**src/design/hbs_queue.sv**
```systemverilog
// ----------------------------------------------------------------------------
// hbs_queue: short command queue
// A small register FIFO that lets the front and back sequencers stall
// independently of each other.
// ----------------------------------------------------------------------------
module hbs_queue #(
  parameter int WIDTH = 8,
  parameter int DEPTH = 2
) (
  input  logic             clk,
  input  logic             rst_n,
  input  logic             push,
  input  logic [WIDTH-1:0] wdata,
  input  logic             pop,
  output logic [WIDTH-1:0] rdata,
  output logic             full,
  output logic             empty
);

  localparam int PW = (DEPTH > 1) ? $clog2(DEPTH) : 1;
  localparam int CW = $clog2(DEPTH + 1);

  logic [WIDTH-1:0] slot_r [DEPTH];
  logic [PW-1:0]    wr_ptr_r, wr_ptr_nxt;
  logic [PW-1:0]    rd_ptr_r, rd_ptr_nxt;
  logic [CW-1:0]    count_r, count_nxt;

  assign full  = (count_r == CW'(DEPTH));
  assign empty = (count_r == '0);
  assign rdata = slot_r[rd_ptr_r];

  // Pointer and fill count update.
  always_comb begin
    wr_ptr_nxt = wr_ptr_r;
    rd_ptr_nxt = rd_ptr_r;
    count_nxt  = count_r;
    if (push) begin
      wr_ptr_nxt = (wr_ptr_r == PW'(DEPTH - 1)) ? '0 : wr_ptr_r + 1'b1;
    end
    if (pop) begin
      rd_ptr_nxt = (rd_ptr_r == PW'(DEPTH - 1)) ? '0 : rd_ptr_r + 1'b1;
    end
    if (push && !pop) begin
      count_nxt = count_r + 1'b1;
    end else if (pop && !push) begin
      count_nxt = count_r - 1'b1;
    end
  end

  always_ff @(posedge clk) begin
    if (!rst_n) begin
      wr_ptr_r <= '0;
      rd_ptr_r <= '0;
      count_r  <= '0;
    end else begin
      wr_ptr_r <= wr_ptr_nxt;
      rd_ptr_r <= rd_ptr_nxt;
      count_r  <= count_nxt;
    end
  end

  // Storage needs no reset.
  always_ff @(posedge clk) begin
    if (push) begin
      slot_r[wr_ptr_r] <= wdata;
    end
  end

endmodule

```
**config.mk**
```make
export PLATFORM = sky130hd
export DESIGN_NAME = hbs_queue
export DESIGN_NICKNAME = d
export VERILOG_FILES = /design/src/design/hbs_queue.sv
export SDC_FILE = /design/constraint.sdc
export NUM_CORES = 1
export LEC_CHECK = 0
export BUFFER_PORTS_ARGS = -buffer_cell sky130_fd_sc_hd__buf_4
export CORE_MARGIN = 4
export CORE_UTILIZATION = 45
export CTS_BUF_LIST = sky130_fd_sc_hd__clkbuf_4
export DETAILED_ROUTE_END_ITERATION = 7
export PLACE_DENSITY = 0.7
export SLEW_MARGIN = 30
export SYNTH_ARGS = -nofsm -noshare
export SYNTH_HDL_FRONTEND = slang
export SYNTH_SLANG_ARGS = --single-unit
```
**constraint.sdc**
```tcl
create_clock -name clk -period 1.46 [get_ports clk]
set_input_delay 0.146 -clock clk [delete_from_list [all_inputs] [get_ports clk]]
set_output_delay 0.146 -clock clk [all_outputs]
set_load 0.005 [all_outputs]
```
==> metrics.txt <==
Multi-input gate area 205 um^2; Placed Cells 92; Max Cap Viol 0; setup TNS 0 ns; sequential cell area ~600 um^2; pre-CTS setup slack ~0.28 ns; clock root buffer clkbuf_4; die area 2500 um^2; fmax about 740 MHz; Lkg Pwr approximately 0.41 nW; CP Max Fanout 8; CP Launch Type flip-flop; DRC 0; # nets final 87; Finished Layout Cells 97; average cell area after synthesis 16.9 um^2; vias in the first global route between 400 and 500; final worst setup slack ~0.12 ns; Syn Nets 60; critical path required time 1.31 ns; Port Buffers 21; fin crit share approximately nine tenths; min cycle time layout 1.34 ns; status finished, final reports clean; Critical Path Max Stage Delay 0.42 ns; Post-Route WL 1.17 mm; Post-Syn Area 795 um^2; Int Pwr 0.920 mW; crit-path leading delay family flip-flops; part of the power in registers 61.0%; Max clock buf depth 2; first-pass GRT wire length ~2 mm; number of clock sinks 21; pin count of the biggest net entering global routing 12; die height 50.0 um; area grow syn2layout 29.4%; sequential fraction of the synthesis area between 70 and 80%; worst min path class input pin to flip-flop; RSZ-0062 raised after global routing false; final instance area 1030 um^2; H-tree Lvls 1; Vias 445; # fillers 137; average wire per standard cell between 10 and 15 um; number of synthesized register bits 21; RD Place Congestion between 0.6 and 0.7; Cell Chain, Critical Path mux2_2 -> buf_4; kind of critical path flip-flop to primary output; antenna violations before repair 0; final hold vios 0; drt initial violations 5; row count 14; Setup violations, final 0; Worst Tran Pin Value 0.377 ns; Clock transition at path regs 0.11 ns; Slew Limit Fails 0; Worst-Skew Late Latency 0.30 ns; Placed Area 985 um^2; Initial Util 49.8%; 1st-pass router iterations 2; Synth Instances 47; layout cells sized above 1 49.3%; share of total power in the clock network 24.6%; HPWL Detailed around 860 um; synth warn 0; Switch Pwr 0.240 mW; Crit path buffers/inverters 1; Vias/cell ~4.6; Tot GR Track Use 10.8%; critical path data arrival time 1.20 ns; io pins 22; Routed Antenna Nets 0; power share of the combinational group between 10% and 20%; CTS tree built; Die Width approximately 50 um; total gr overflow 0; Slew Limit Headroom 74.9%; slowest CP cell dfxtp_4; VDD IR max 0.732 mV; core area 1590 um^2; Crit. End Element primary output; Switching Share 20.7%; n_diodes 0; Layout Skew 0.00318 ns; CTS Buf Count 3; power per standard cell area 1130 nW/um^2; Yosys cell types 16
==> layout by cell type (no fill, tap or decap) <==
| cell type | netlist | routed |
|---|---|---|
| buf_4 | 0 | 22 |
| edfxtp_1 | 16 | 16 |
| mux2_2 | 8 | 8 |
| and2_1 | 4 | 4 |
| clkbuf_4 | 0 | 4 |
| dfxtp_1 | 5 | 4 |
| xor2_1 | 2 | 2 |
| nor2b_1 | 2 | 2 |
| inv_1 | 1 | 1 |
| nor2_1 | 1 | 1 |
| and2b_2 | 1 | 1 |
| o21a_1 | 1 | 1 |
| o21ai_0 | 1 | 1 |
| or3_1 | 1 | 1 |
| a21boi_1 | 1 | 1 |
| xnor2_1 | 1 | 1 |
| ha_1 | 1 | 1 |
| dfxtp_4 | 0 | 1 |
| dlygate4sd3_1 | 0 | 1 |
==> per-layer routing <==
metal | track usage (%) | vias to the layer above | part of all wire [%] | routed length [um]
li1 | - | 221 | - | -
met1 | 13.0 | 209 | 43 | 499
met2 | 16.7 | 13 | 50 | 583
met3 | 3.01 | 2 | 5.5 | 65
met4 | 6.91 | 0 | 2.2 | 26
met5 | 0 | - | 0 | 0
==> cell families (layout without fill, tap and decap cells) <==
| kind of cell | after synthesis | after routing | share of synthesized area [%] |
|---|---|---|---|
| flops | 21 | 21 | 73.1 |
| fa+ha+maj | 1 | 1 | 1.57 |
| buf+inv | 2 | 28 | 1.10 |
| mux | 8 | 8 | 11.3 |
| compound gates | 3 | 3 | 2.52 |
| xor+xnor | 3 | 3 | 3.31 |
| simple gates | 9 | 9 | 7.09 |
==> metrics by stage <==
| step | hold slack, ns | power [mW] | util, % |
|---|---|---|---|
| CTS | 0.0131 | 1.17 | 63.7 |
| detailed placement | 0.333 | 0.889 | 61.8 |
| finish | 0.0265 | 1.16 | 64.5 |
| global route | 0.00310 | 1.23 | 64.5 |
| floorplan | 0.245 | 0.798 | - |
| global placement | 0.331 | 0.885 | 61.8 |
==> worst register-to-register path: stages (launching register included) <==
cell	delay [ns]
dfxtp_1	0.33
nor2b_1	0.26
buf_4	0.22
==> worst paths after layout <==
check                       to        from  cells after the start  slack (ns)
setup / recovery      rdata[7]   flip-flop                      2        0.12
hold / removal    slot_r[0][4]    wdata[4]                      1        0.03
setup reg to reg  slot_r[0][2]    wr_ptr_r                      2        0.37
hold reg to reg     count_r[1]  count_r[1]                      2        0.52
==> cell usage after synthesis <==
library cell / instances / area share [%]
a21boi_1: 1 / 0.95
and2_1: 4 / 3.1
and2b_2: 1 / 1.1
buf_2: 1 / 0.63
dfxtp_1: 5 / 13
edfxtp_1: 16 / 60
ha_1: 1 / 1.6
inv_1: 1 / 0.47
mux2_2: 8 / 11
nor2_1: 1 / 0.47
nor2b_1: 2 / 1.6
o21a_1: 1 / 0.95
o21ai_0: 1 / 0.63
or3_1: 1 / 0.79
xnor2_1: 1 / 1.1
xor2_1: 2 / 2.2
==> timing repair <==
item,in CTS,in global routing
hold buffers,0,1
resized for setup,1,1
hold endpoints to repair,0,2
buffers inserted,0,0
setup endpoints to repair,8,2
==> registers in the layout (all words and copies together) (netlist names), named ones only <==
| name | flops |
|---|---|
| slot_r | 16 |
| count_r | 2 |
| rd_ptr_r | 1 |
| wr_ptr_r | 1 |
==> layout make-up <==
cell class / instances / area share (%)
tap: 24 / 2.92
clock buffer: 4 / 2.92
multi-input combinational: 24 / 20.0
sequential: 21 / 56.8
inverter: 1 / 0.365
timing repair buffer: 23 / 17.0
==> power by group through the flow <==
| stage | Clock [mW] | Sequential (mW) | Combinational (mW) |
|---|---|---|---|
| 5_1_grt | 0.325 | 0.714 | 0.187 |
| 3_5_place_dp | 0 | 0.721 | 0.169 |
| 3_3_place_gp | 0 | 0.720 | 0.165 |
| 2_1_floorplan | 0 | 0.709 | 0.0885 |
| 4_1_cts | 0.297 | 0.708 | 0.169 |
| 6_report | 0.285 | 0.707 | 0.167 |
Power figures use the tool's default switching activity.
