$ cat src/design/hbs_pkg.sv
// ----------------------------------------------------------------------------
// hbs_pkg: shared types and constants of the heightmap bilinear sampler
// Field widths, mode codes, stream packing and the state types of the
// front and back sequencers.
// ----------------------------------------------------------------------------
package hbs_pkg;

  // Field widths of the input and result items.
  localparam int CIDX_W  = 10;
  localparam int HGT_W   = 8;
  localparam int POS_W   = 24;
  localparam int INV_W   = 16;
  localparam int FRAC_W  = 8;
  localparam int HQ8_W   = 16;

  // Stream packing: tdata holds cell_index, height_sample, pos_x, pos_z.
  localparam int IN_DATA_W  = 72;
  localparam int OUT_DATA_W = 16;

  // Reset value of the reciprocal cell size (1.0 in Q8.8).
  localparam logic [INV_W-1:0] INV_RESET = 16'd256;

  // Depth of the command queue between front and back.
  localparam int QUEUE_DEPTH = 2;

  // Item modes carried on tuser.
  localparam logic MODE_LOAD  = 1'b0;
  localparam logic MODE_QUERY = 1'b1;

  // Front sequencer: accept, scale both axes, hand over a command.
  typedef enum logic [1:0] {
    F_IDLE,
    F_MULX,
    F_MULZ,
    F_PUSH
  } front_state_t;

  // Back sequencer: store write, or four corner reads and the blend.
  typedef enum logic [2:0] {
    B_IDLE,
    B_LOAD,
    B_Q0,
    B_Q1,
    B_Q2,
    B_Q3,
    B_Q4,
    B_OUT
  } back_state_t;

endpackage

$ cat src/design/hbs_front.sv
// ----------------------------------------------------------------------------
// hbs_front: item intake and position scaling
// Accepts input items, holds the reciprocal cell size, scales a query
// position into grid units, splits and clamps each axis and hands a
// command to the queue: a load's write, or a query's four corner addresses.
// ----------------------------------------------------------------------------
module hbs_front #(
  parameter int GRID_SIZE = 32
) (
  input  logic                          clk,
  input  logic                          rst_n,
  input  logic                          in_tvalid,
  output logic                          in_tready,
  input  logic                          in_mode,
  input  logic [hbs_pkg::CIDX_W-1:0]    in_cell_index,
  input  logic [hbs_pkg::HGT_W-1:0]     in_height_sample,
  input  logic [hbs_pkg::POS_W-1:0]     in_pos_x,
  input  logic [hbs_pkg::POS_W-1:0]     in_pos_z,
  input  logic                          cfg_valid,
  input  logic [hbs_pkg::INV_W-1:0]     cfg_data,
  output logic                          q_push,
  output logic [3+3*8+4*$clog2(GRID_SIZE*GRID_SIZE)-1:0] q_wdata,
  input  logic                          q_full
);

  import hbs_pkg::*;

  localparam int CELL_COUNT = GRID_SIZE * GRID_SIZE;
  localparam int AW         = $clog2(CELL_COUNT);
  localparam int XW         = $clog2(GRID_SIZE);
  localparam int PROD_W     = POS_W + 1 + INV_W + 1;
  localparam logic signed [PROD_W-1:0] LAST_G = PROD_W'((GRID_SIZE - 1) * 65536);

  typedef struct packed {
    logic              is_load;
    logic              wen;
    logic              oog;
    logic [7:0]        fx;
    logic [7:0]        fz;
    logic [7:0]        wdata;
    logic [AW-1:0]     a0;
    logic [AW-1:0]     a1;
    logic [AW-1:0]     a2;
    logic [AW-1:0]     a3;
  } cmd_t;

  front_state_t state_r, state_nxt;

  logic                     mode_r;
  logic [CIDX_W-1:0]        cidx_r;
  logic [HGT_W-1:0]         hs_r;
  logic [POS_W-1:0]         px_r;
  logic [POS_W-1:0]         pz_r;
  logic [INV_W-1:0]         inv_r;
  logic signed [PROD_W-1:0] gx_r;
  logic signed [PROD_W-1:0] gz_r;

  logic                     in_fire;
  logic signed [POS_W:0]    mul_a;
  logic signed [INV_W:0]    mul_b;
  logic signed [PROD_W-1:0] prod;
  logic [XW+FRAC_W:0]       split_x;
  logic [XW+FRAC_W:0]       split_z;
  logic [XW-1:0]            col0, col1, row0, row1;
  cmd_t                     cmd;

  // Clamp one axis onto the grid: {out-of-grid, index, fraction}.
  function automatic logic [XW+FRAC_W:0] split_axis(input logic signed [PROD_W-1:0] g);
    logic [XW+FRAC_W:0] r;
    if (g[PROD_W-1]) begin
      r = {1'b1, {XW{1'b0}}, {FRAC_W{1'b0}}};
    end else if (g > LAST_G) begin
      r = {1'b1, XW'(GRID_SIZE - 1), {FRAC_W{1'b0}}};
    end else begin
      r = {1'b0, g[16+XW-1:16], g[15:8]};
    end
    return r;
  endfunction

  assign in_fire = in_tvalid && in_tready;

  // Next state.
  always_comb begin
    state_nxt = state_r;
    case (state_r)
      F_IDLE: begin
        if (in_fire) begin
          state_nxt = (in_mode == MODE_QUERY) ? F_MULX : F_PUSH;
        end
      end
      F_MULX:  state_nxt = F_MULZ;
      F_MULZ:  state_nxt = F_PUSH;
      F_PUSH: begin
        if (!q_full) begin
          state_nxt = F_IDLE;
        end
      end
      default: state_nxt = F_IDLE;
    endcase
  end

  // Sequencer outputs.
  always_comb begin
    in_tready = 1'b0;
    q_push    = 1'b0;
    case (state_r)
      F_IDLE:  in_tready = 1'b1;
      F_PUSH:  q_push    = !q_full;
      default: begin
        in_tready = 1'b0;
        q_push    = 1'b0;
      end
    endcase
  end

  always_ff @(posedge clk) begin
    if (!rst_n) begin
      state_r <= F_IDLE;
      inv_r   <= INV_RESET;
    end else begin
      state_r <= state_nxt;
      if (cfg_valid) begin
        inv_r <= cfg_data;
      end
    end
  end

  // One shared multiplier scales x, then the negated z.
  assign mul_a = (state_r == F_MULX) ? $signed({px_r[POS_W-1], px_r})
                                     : -$signed({pz_r[POS_W-1], pz_r});
  assign mul_b = $signed({1'b0, inv_r});
  assign prod  = mul_a * mul_b;

  // Item capture and scaled coordinates.
  always_ff @(posedge clk) begin
    if (in_fire) begin
      mode_r <= in_mode;
      cidx_r <= in_cell_index;
      hs_r   <= in_height_sample;
      px_r   <= in_pos_x;
      pz_r   <= in_pos_z;
    end
    if (state_r == F_MULX) begin
      gx_r <= prod;
    end
    if (state_r == F_MULZ) begin
      gz_r <= prod;
    end
  end

  // Split both axes and form the corner addresses.
  assign split_x = split_axis(gx_r);
  assign split_z = split_axis(gz_r);
  assign col0    = split_x[XW+FRAC_W-1:FRAC_W];
  assign row0    = split_z[XW+FRAC_W-1:FRAC_W];
  assign col1    = (col0 == XW'(GRID_SIZE - 1)) ? col0 : col0 + 1'b1;
  assign row1    = (row0 == XW'(GRID_SIZE - 1)) ? row0 : row0 + 1'b1;

  always_comb begin
    cmd = '0;
    if (mode_r == MODE_LOAD) begin
      cmd.is_load = 1'b1;
      cmd.wen     = (32'(cidx_r) < CELL_COUNT);
      cmd.wdata   = hs_r;
      cmd.a0      = AW'(cidx_r);
    end else begin
      cmd.oog = split_x[XW+FRAC_W] | split_z[XW+FRAC_W];
      cmd.fx  = split_x[FRAC_W-1:0];
      cmd.fz  = split_z[FRAC_W-1:0];
      cmd.a0  = AW'(32'(row0) * GRID_SIZE + 32'(col0));
      cmd.a1  = AW'(32'(row0) * GRID_SIZE + 32'(col1));
      cmd.a2  = AW'(32'(row1) * GRID_SIZE + 32'(col0));
      cmd.a3  = AW'(32'(row1) * GRID_SIZE + 32'(col1));
    end
  end

  assign q_wdata = cmd;

endmodule

$ cat config.mk
export PLATFORM = sky130hd
export DESIGN_NAME = hbs_front
export DESIGN_NICKNAME = d
export VERILOG_FILES = /design/src/design/hbs_pkg.sv /design/src/design/hbs_front.sv
export SDC_FILE = /design/constraint.sdc
export NUM_CORES = 1
export LEC_CHECK = 0
export BUFFER_PORTS_ARGS = -buffer_cell sky130_fd_sc_hd__buf_2
export CORE_MARGIN = 2
export CORE_UTILIZATION = 59
export CTS_CLUSTER_DIAMETER = 40
export DETAILED_ROUTE_END_ITERATION = 7
export PLACE_DENSITY = 0.78
export SETUP_SLACK_MARGIN = 0.15
export SYNTH_ARGS = -nofsm -noshare
export SYNTH_HDL_FRONTEND = slang
export SYNTH_SLANG_ARGS = --single-unit
$ cat constraint.sdc
create_clock -name clk -period 16.8 [get_ports clk]
set_clock_uncertainty 0.15 [all_clocks]
set_input_delay 3.36 -clock clk [delete_from_list [all_inputs] [get_ports clk]]
set_output_delay 3.36 -clock clk [all_outputs]
set_load 0.05 [all_outputs]
==> impl_results.md <==
- Status: completed
- # diodes: 0
- # fillers: between 2000 and 3000
- DRT Wirelength: 49350 um
- TritonCTS clock tree: yes
- Dominant delay contributor by cell family on the critical path: adder cells
- Post-cts sizing count: 0
- Number of synthesized flops with an enable pin: around 150
- Die area: roughly 0.038 sq mm
- Endpoints failing hold: 0
- Worst setup EP type: register
- Area after DPL: roughly 0.023 sq mm
- Nets: around 2800
- Hold Path End: inv_r[11]$_SDFFE_PN0P_
- TritonRoute pass-1 iters: 5
- Vias per cell: 5.534
- Ys Warns: 0
- First-pass GRT wire length: 81710 um
- Period minus WS final: about 9400 ps
- Worst slew pin tran: about 1400 ps
- Area contributors post-synth: fa_1 (36%), edfxtp_1 (21%), inv_1 (8.3%), ha_1 (6.4%), and2_1 (5.1%)
- Post-route cell area: around 0.023 sq mm
- Pin count of the biggest net entering global routing: between 60 and 70
- Drt wl/cell: about 18 um
- Seq/Total Area, Yosys: 22.77%
- Hpwl dp: about 39000 um
- Final setup violation count: 0
- CTS sink count: about 170
- Critical path's most frequent cell: fa_1
- Post-synth top area share: between 30% and 40%
- Worst setup path startpoint: pz_r[2]$_DFFE_PP_
- Die height: just under 200 um
- CP startpoint kind: register
- CP Class: register to register
- Post-synthesis cell count: 2153
- Cell variety after synth: between 60 and 70
- WP data arrival: between 9000 and 10000 ps
- CTS clk-pin slew, worst paths: 80 ps
- Tcrit/Tclk final: between 50% and 60%
- Clock root buffer: clkbuf_16
- Remaining DRCs: 0
- H-tree Lvls: 4
- Crit Reg-Reg Startpoint: pz_r[2]$_DFFE_PP_
- Final setup TNS: 0 ps
- Ys async rst share: 0%
- Initial core utilization: approximately three fifths
- Total CTS buffers: 17
- Area Growth Syn to Fin: 7.766%
- Initial DRC Count: a little over 1000
- Layout cell share with drive strength beyond 1: about 11%
- Post-Syn Nets: about 2700
- Main synth FF type: edfxtp_1
- Total track usage: between 20% and 30%
- Max Fclk: ~0.11 GHz
- Grt ovf: 0
- Row cnt: around 70
- Depth of the most critical reg-to-reg path: 26
- Hold Path Class: register to register
- Vias in the first global route: roughly 16000
- Slowest CP cell: o21ai_1
- Cell with the most instances after synthesis: inv_1
- Slew headroom: about 8.0%
- Mapped Area: 0.02149 sq mm
- Initial antenna violation count: 0
- Reg-to-reg setup timing slack: roughly 7400 ps
- Boundary Pins: about 160
- CP peak stage delay: ~1100 ps
- Syn_area_per_cell: around 10 sq um
- Util after Layout: around two thirds
- PortBufs: about 160
- Worst Path Max Fanout: 16
- Routability cong.: 0.9438
- Flops & latches, synth: 169
- Synth cell count leaders: inv_1 (478), fa_1 (391), nand2_1 (280)
- Via count: between 15000 and 20000
- RSZ-0062 raised after global routing: false
- WP data required: 16850 ps
- Antenna-violating nets left: 0
- Capturing point of the worst reg2reg path: gx_r[39]$_DFFE_PP_
- Postcts setup bufs: 0
- Core Region: between 0.03 and 0.04 sq mm
- Final Max Slew Viols: 0
- Max-Cap Viols: 0
- Area leader, netlist: fa_1
- Clock buffer depth: 2
- Hold_buf cts: 0
- Chip Width: around 200 um
- Hold path depth: 2
- Hold Path Origin: inv_r[11]$_SDFFE_PN0P_
- Clk_lat worst skew: about 450 ps
- Buf+Inv Stages, Crit Path: 3
-- placed cells by master (no fill, tap or decap), types with 23 or more instances in the layout --
cell	Yosys	layout
buf_2	15	156
ha_1	110	108
inv_1	478	478
and2_1	176	175
a21oi_1	42	41
xnor2_1	40	40
edfxtp_1	151	151
fa_1	391	391
nand2_1	280	280
and3_1	23	23
nor2b_1	31	31
o21ai_0	28	28
nor2_1	61	61
-- sequential cells by signal (all words and copies together), names as in the netlist --
name and count:
cidx_r 10, state_r 2, gz_r 42, mode_r 1, pz_r 24, gx_r 42
hs_r 8, px_r 24, inv_r 16
-- how the worst max path moves through the flow --
stage | slack (ps) | to | cells after the start
3_5_place_dp | 7470 | gz_r[39]$_DFFE_PP_ | 26
4_1_cts | 7390 | gz_r[39]$_DFFE_PP_ | 26
6_report | 7360 | gx_r[39]$_DFFE_PP_ | 26
5_1_grt | 6830 | gz_r[39]$_DFFE_PP_ | 26
3_3_place_gp | 7870 | gx_r[39]$_DFFE_PP_ | 26
2_1_floorplan | 8250 | gx_r[41]$_DFFE_PP_ | 30
-- worst register-to-register path, stage by stage (launching register included) --
cell and delay [ps]:
edfxtp_1 470, nor3_2 300, nand3_1 210, or3_1 520, nor3_2 220, xor2_1 100, o21ai_1 1050, nand2_1 220
fa_1 590, inv_1 50, fa_1 480, fa_1 590, fa_1 460, fa_1 550, inv_1 50, fa_1 520
inv_1 40, ha_1 390, nand4_1 160, nor3_1 400, o311ai_2 250, o2111ai_2 310, a2111oi_2 120, nor3_2 300
and2_1 200, o21ai_1 80, a221oi_1 420
-- cell families after synthesis --
group | after synthesis | synth area share [%]
mux | 18 | 0.8441
xor+xnor | 61 | 2.486
flops | 169 | 22.77
buf+inv | 582 | 10.54
compound gates | 157 | 4.983
fa+ha+maj | 501 | 42.82
simple gates | 665 | 15.55
-- metal layers --
layer  routed length [um]  track usage [%]
met1                19850            35.65
met2                23540            45.77
met3                 4726            7.444
met4                 1243            8.284
met5                    0                0
-- metrics by stage --
step                instances  worst slack, ps  hold WS (ps)
floorplan                2153             8252         372.0
global route             2723             6832         436.1
global placement         2692             7866         348.1
finish                   2723             7364         398.9
detailed placement       2692             7474         360.9
CTS                      2723             7388         402.1
-- cell type report --
| type | instances | area [sq um] | area share, % |
|---|---|---|---|
| multi-input combinational | 1402 | 14350 | 61.97 |
| sequential | 169 | 4895 | 21.13 |
| inverter | 483 | 1813 | 7.828 |
| timing repair buffer | 177 | 938.4 | 4.052 |
| tap | 461 | 576.8 | 2.490 |
| clock buffer | 18 | 429.2 | 1.853 |
| clock inverter | 13 | 156.4 | 0.6753 |
Power is left out: the tool's default activity adds up to more than one toggle a clock period on the data nets, which glitch-free logic cannot reach.
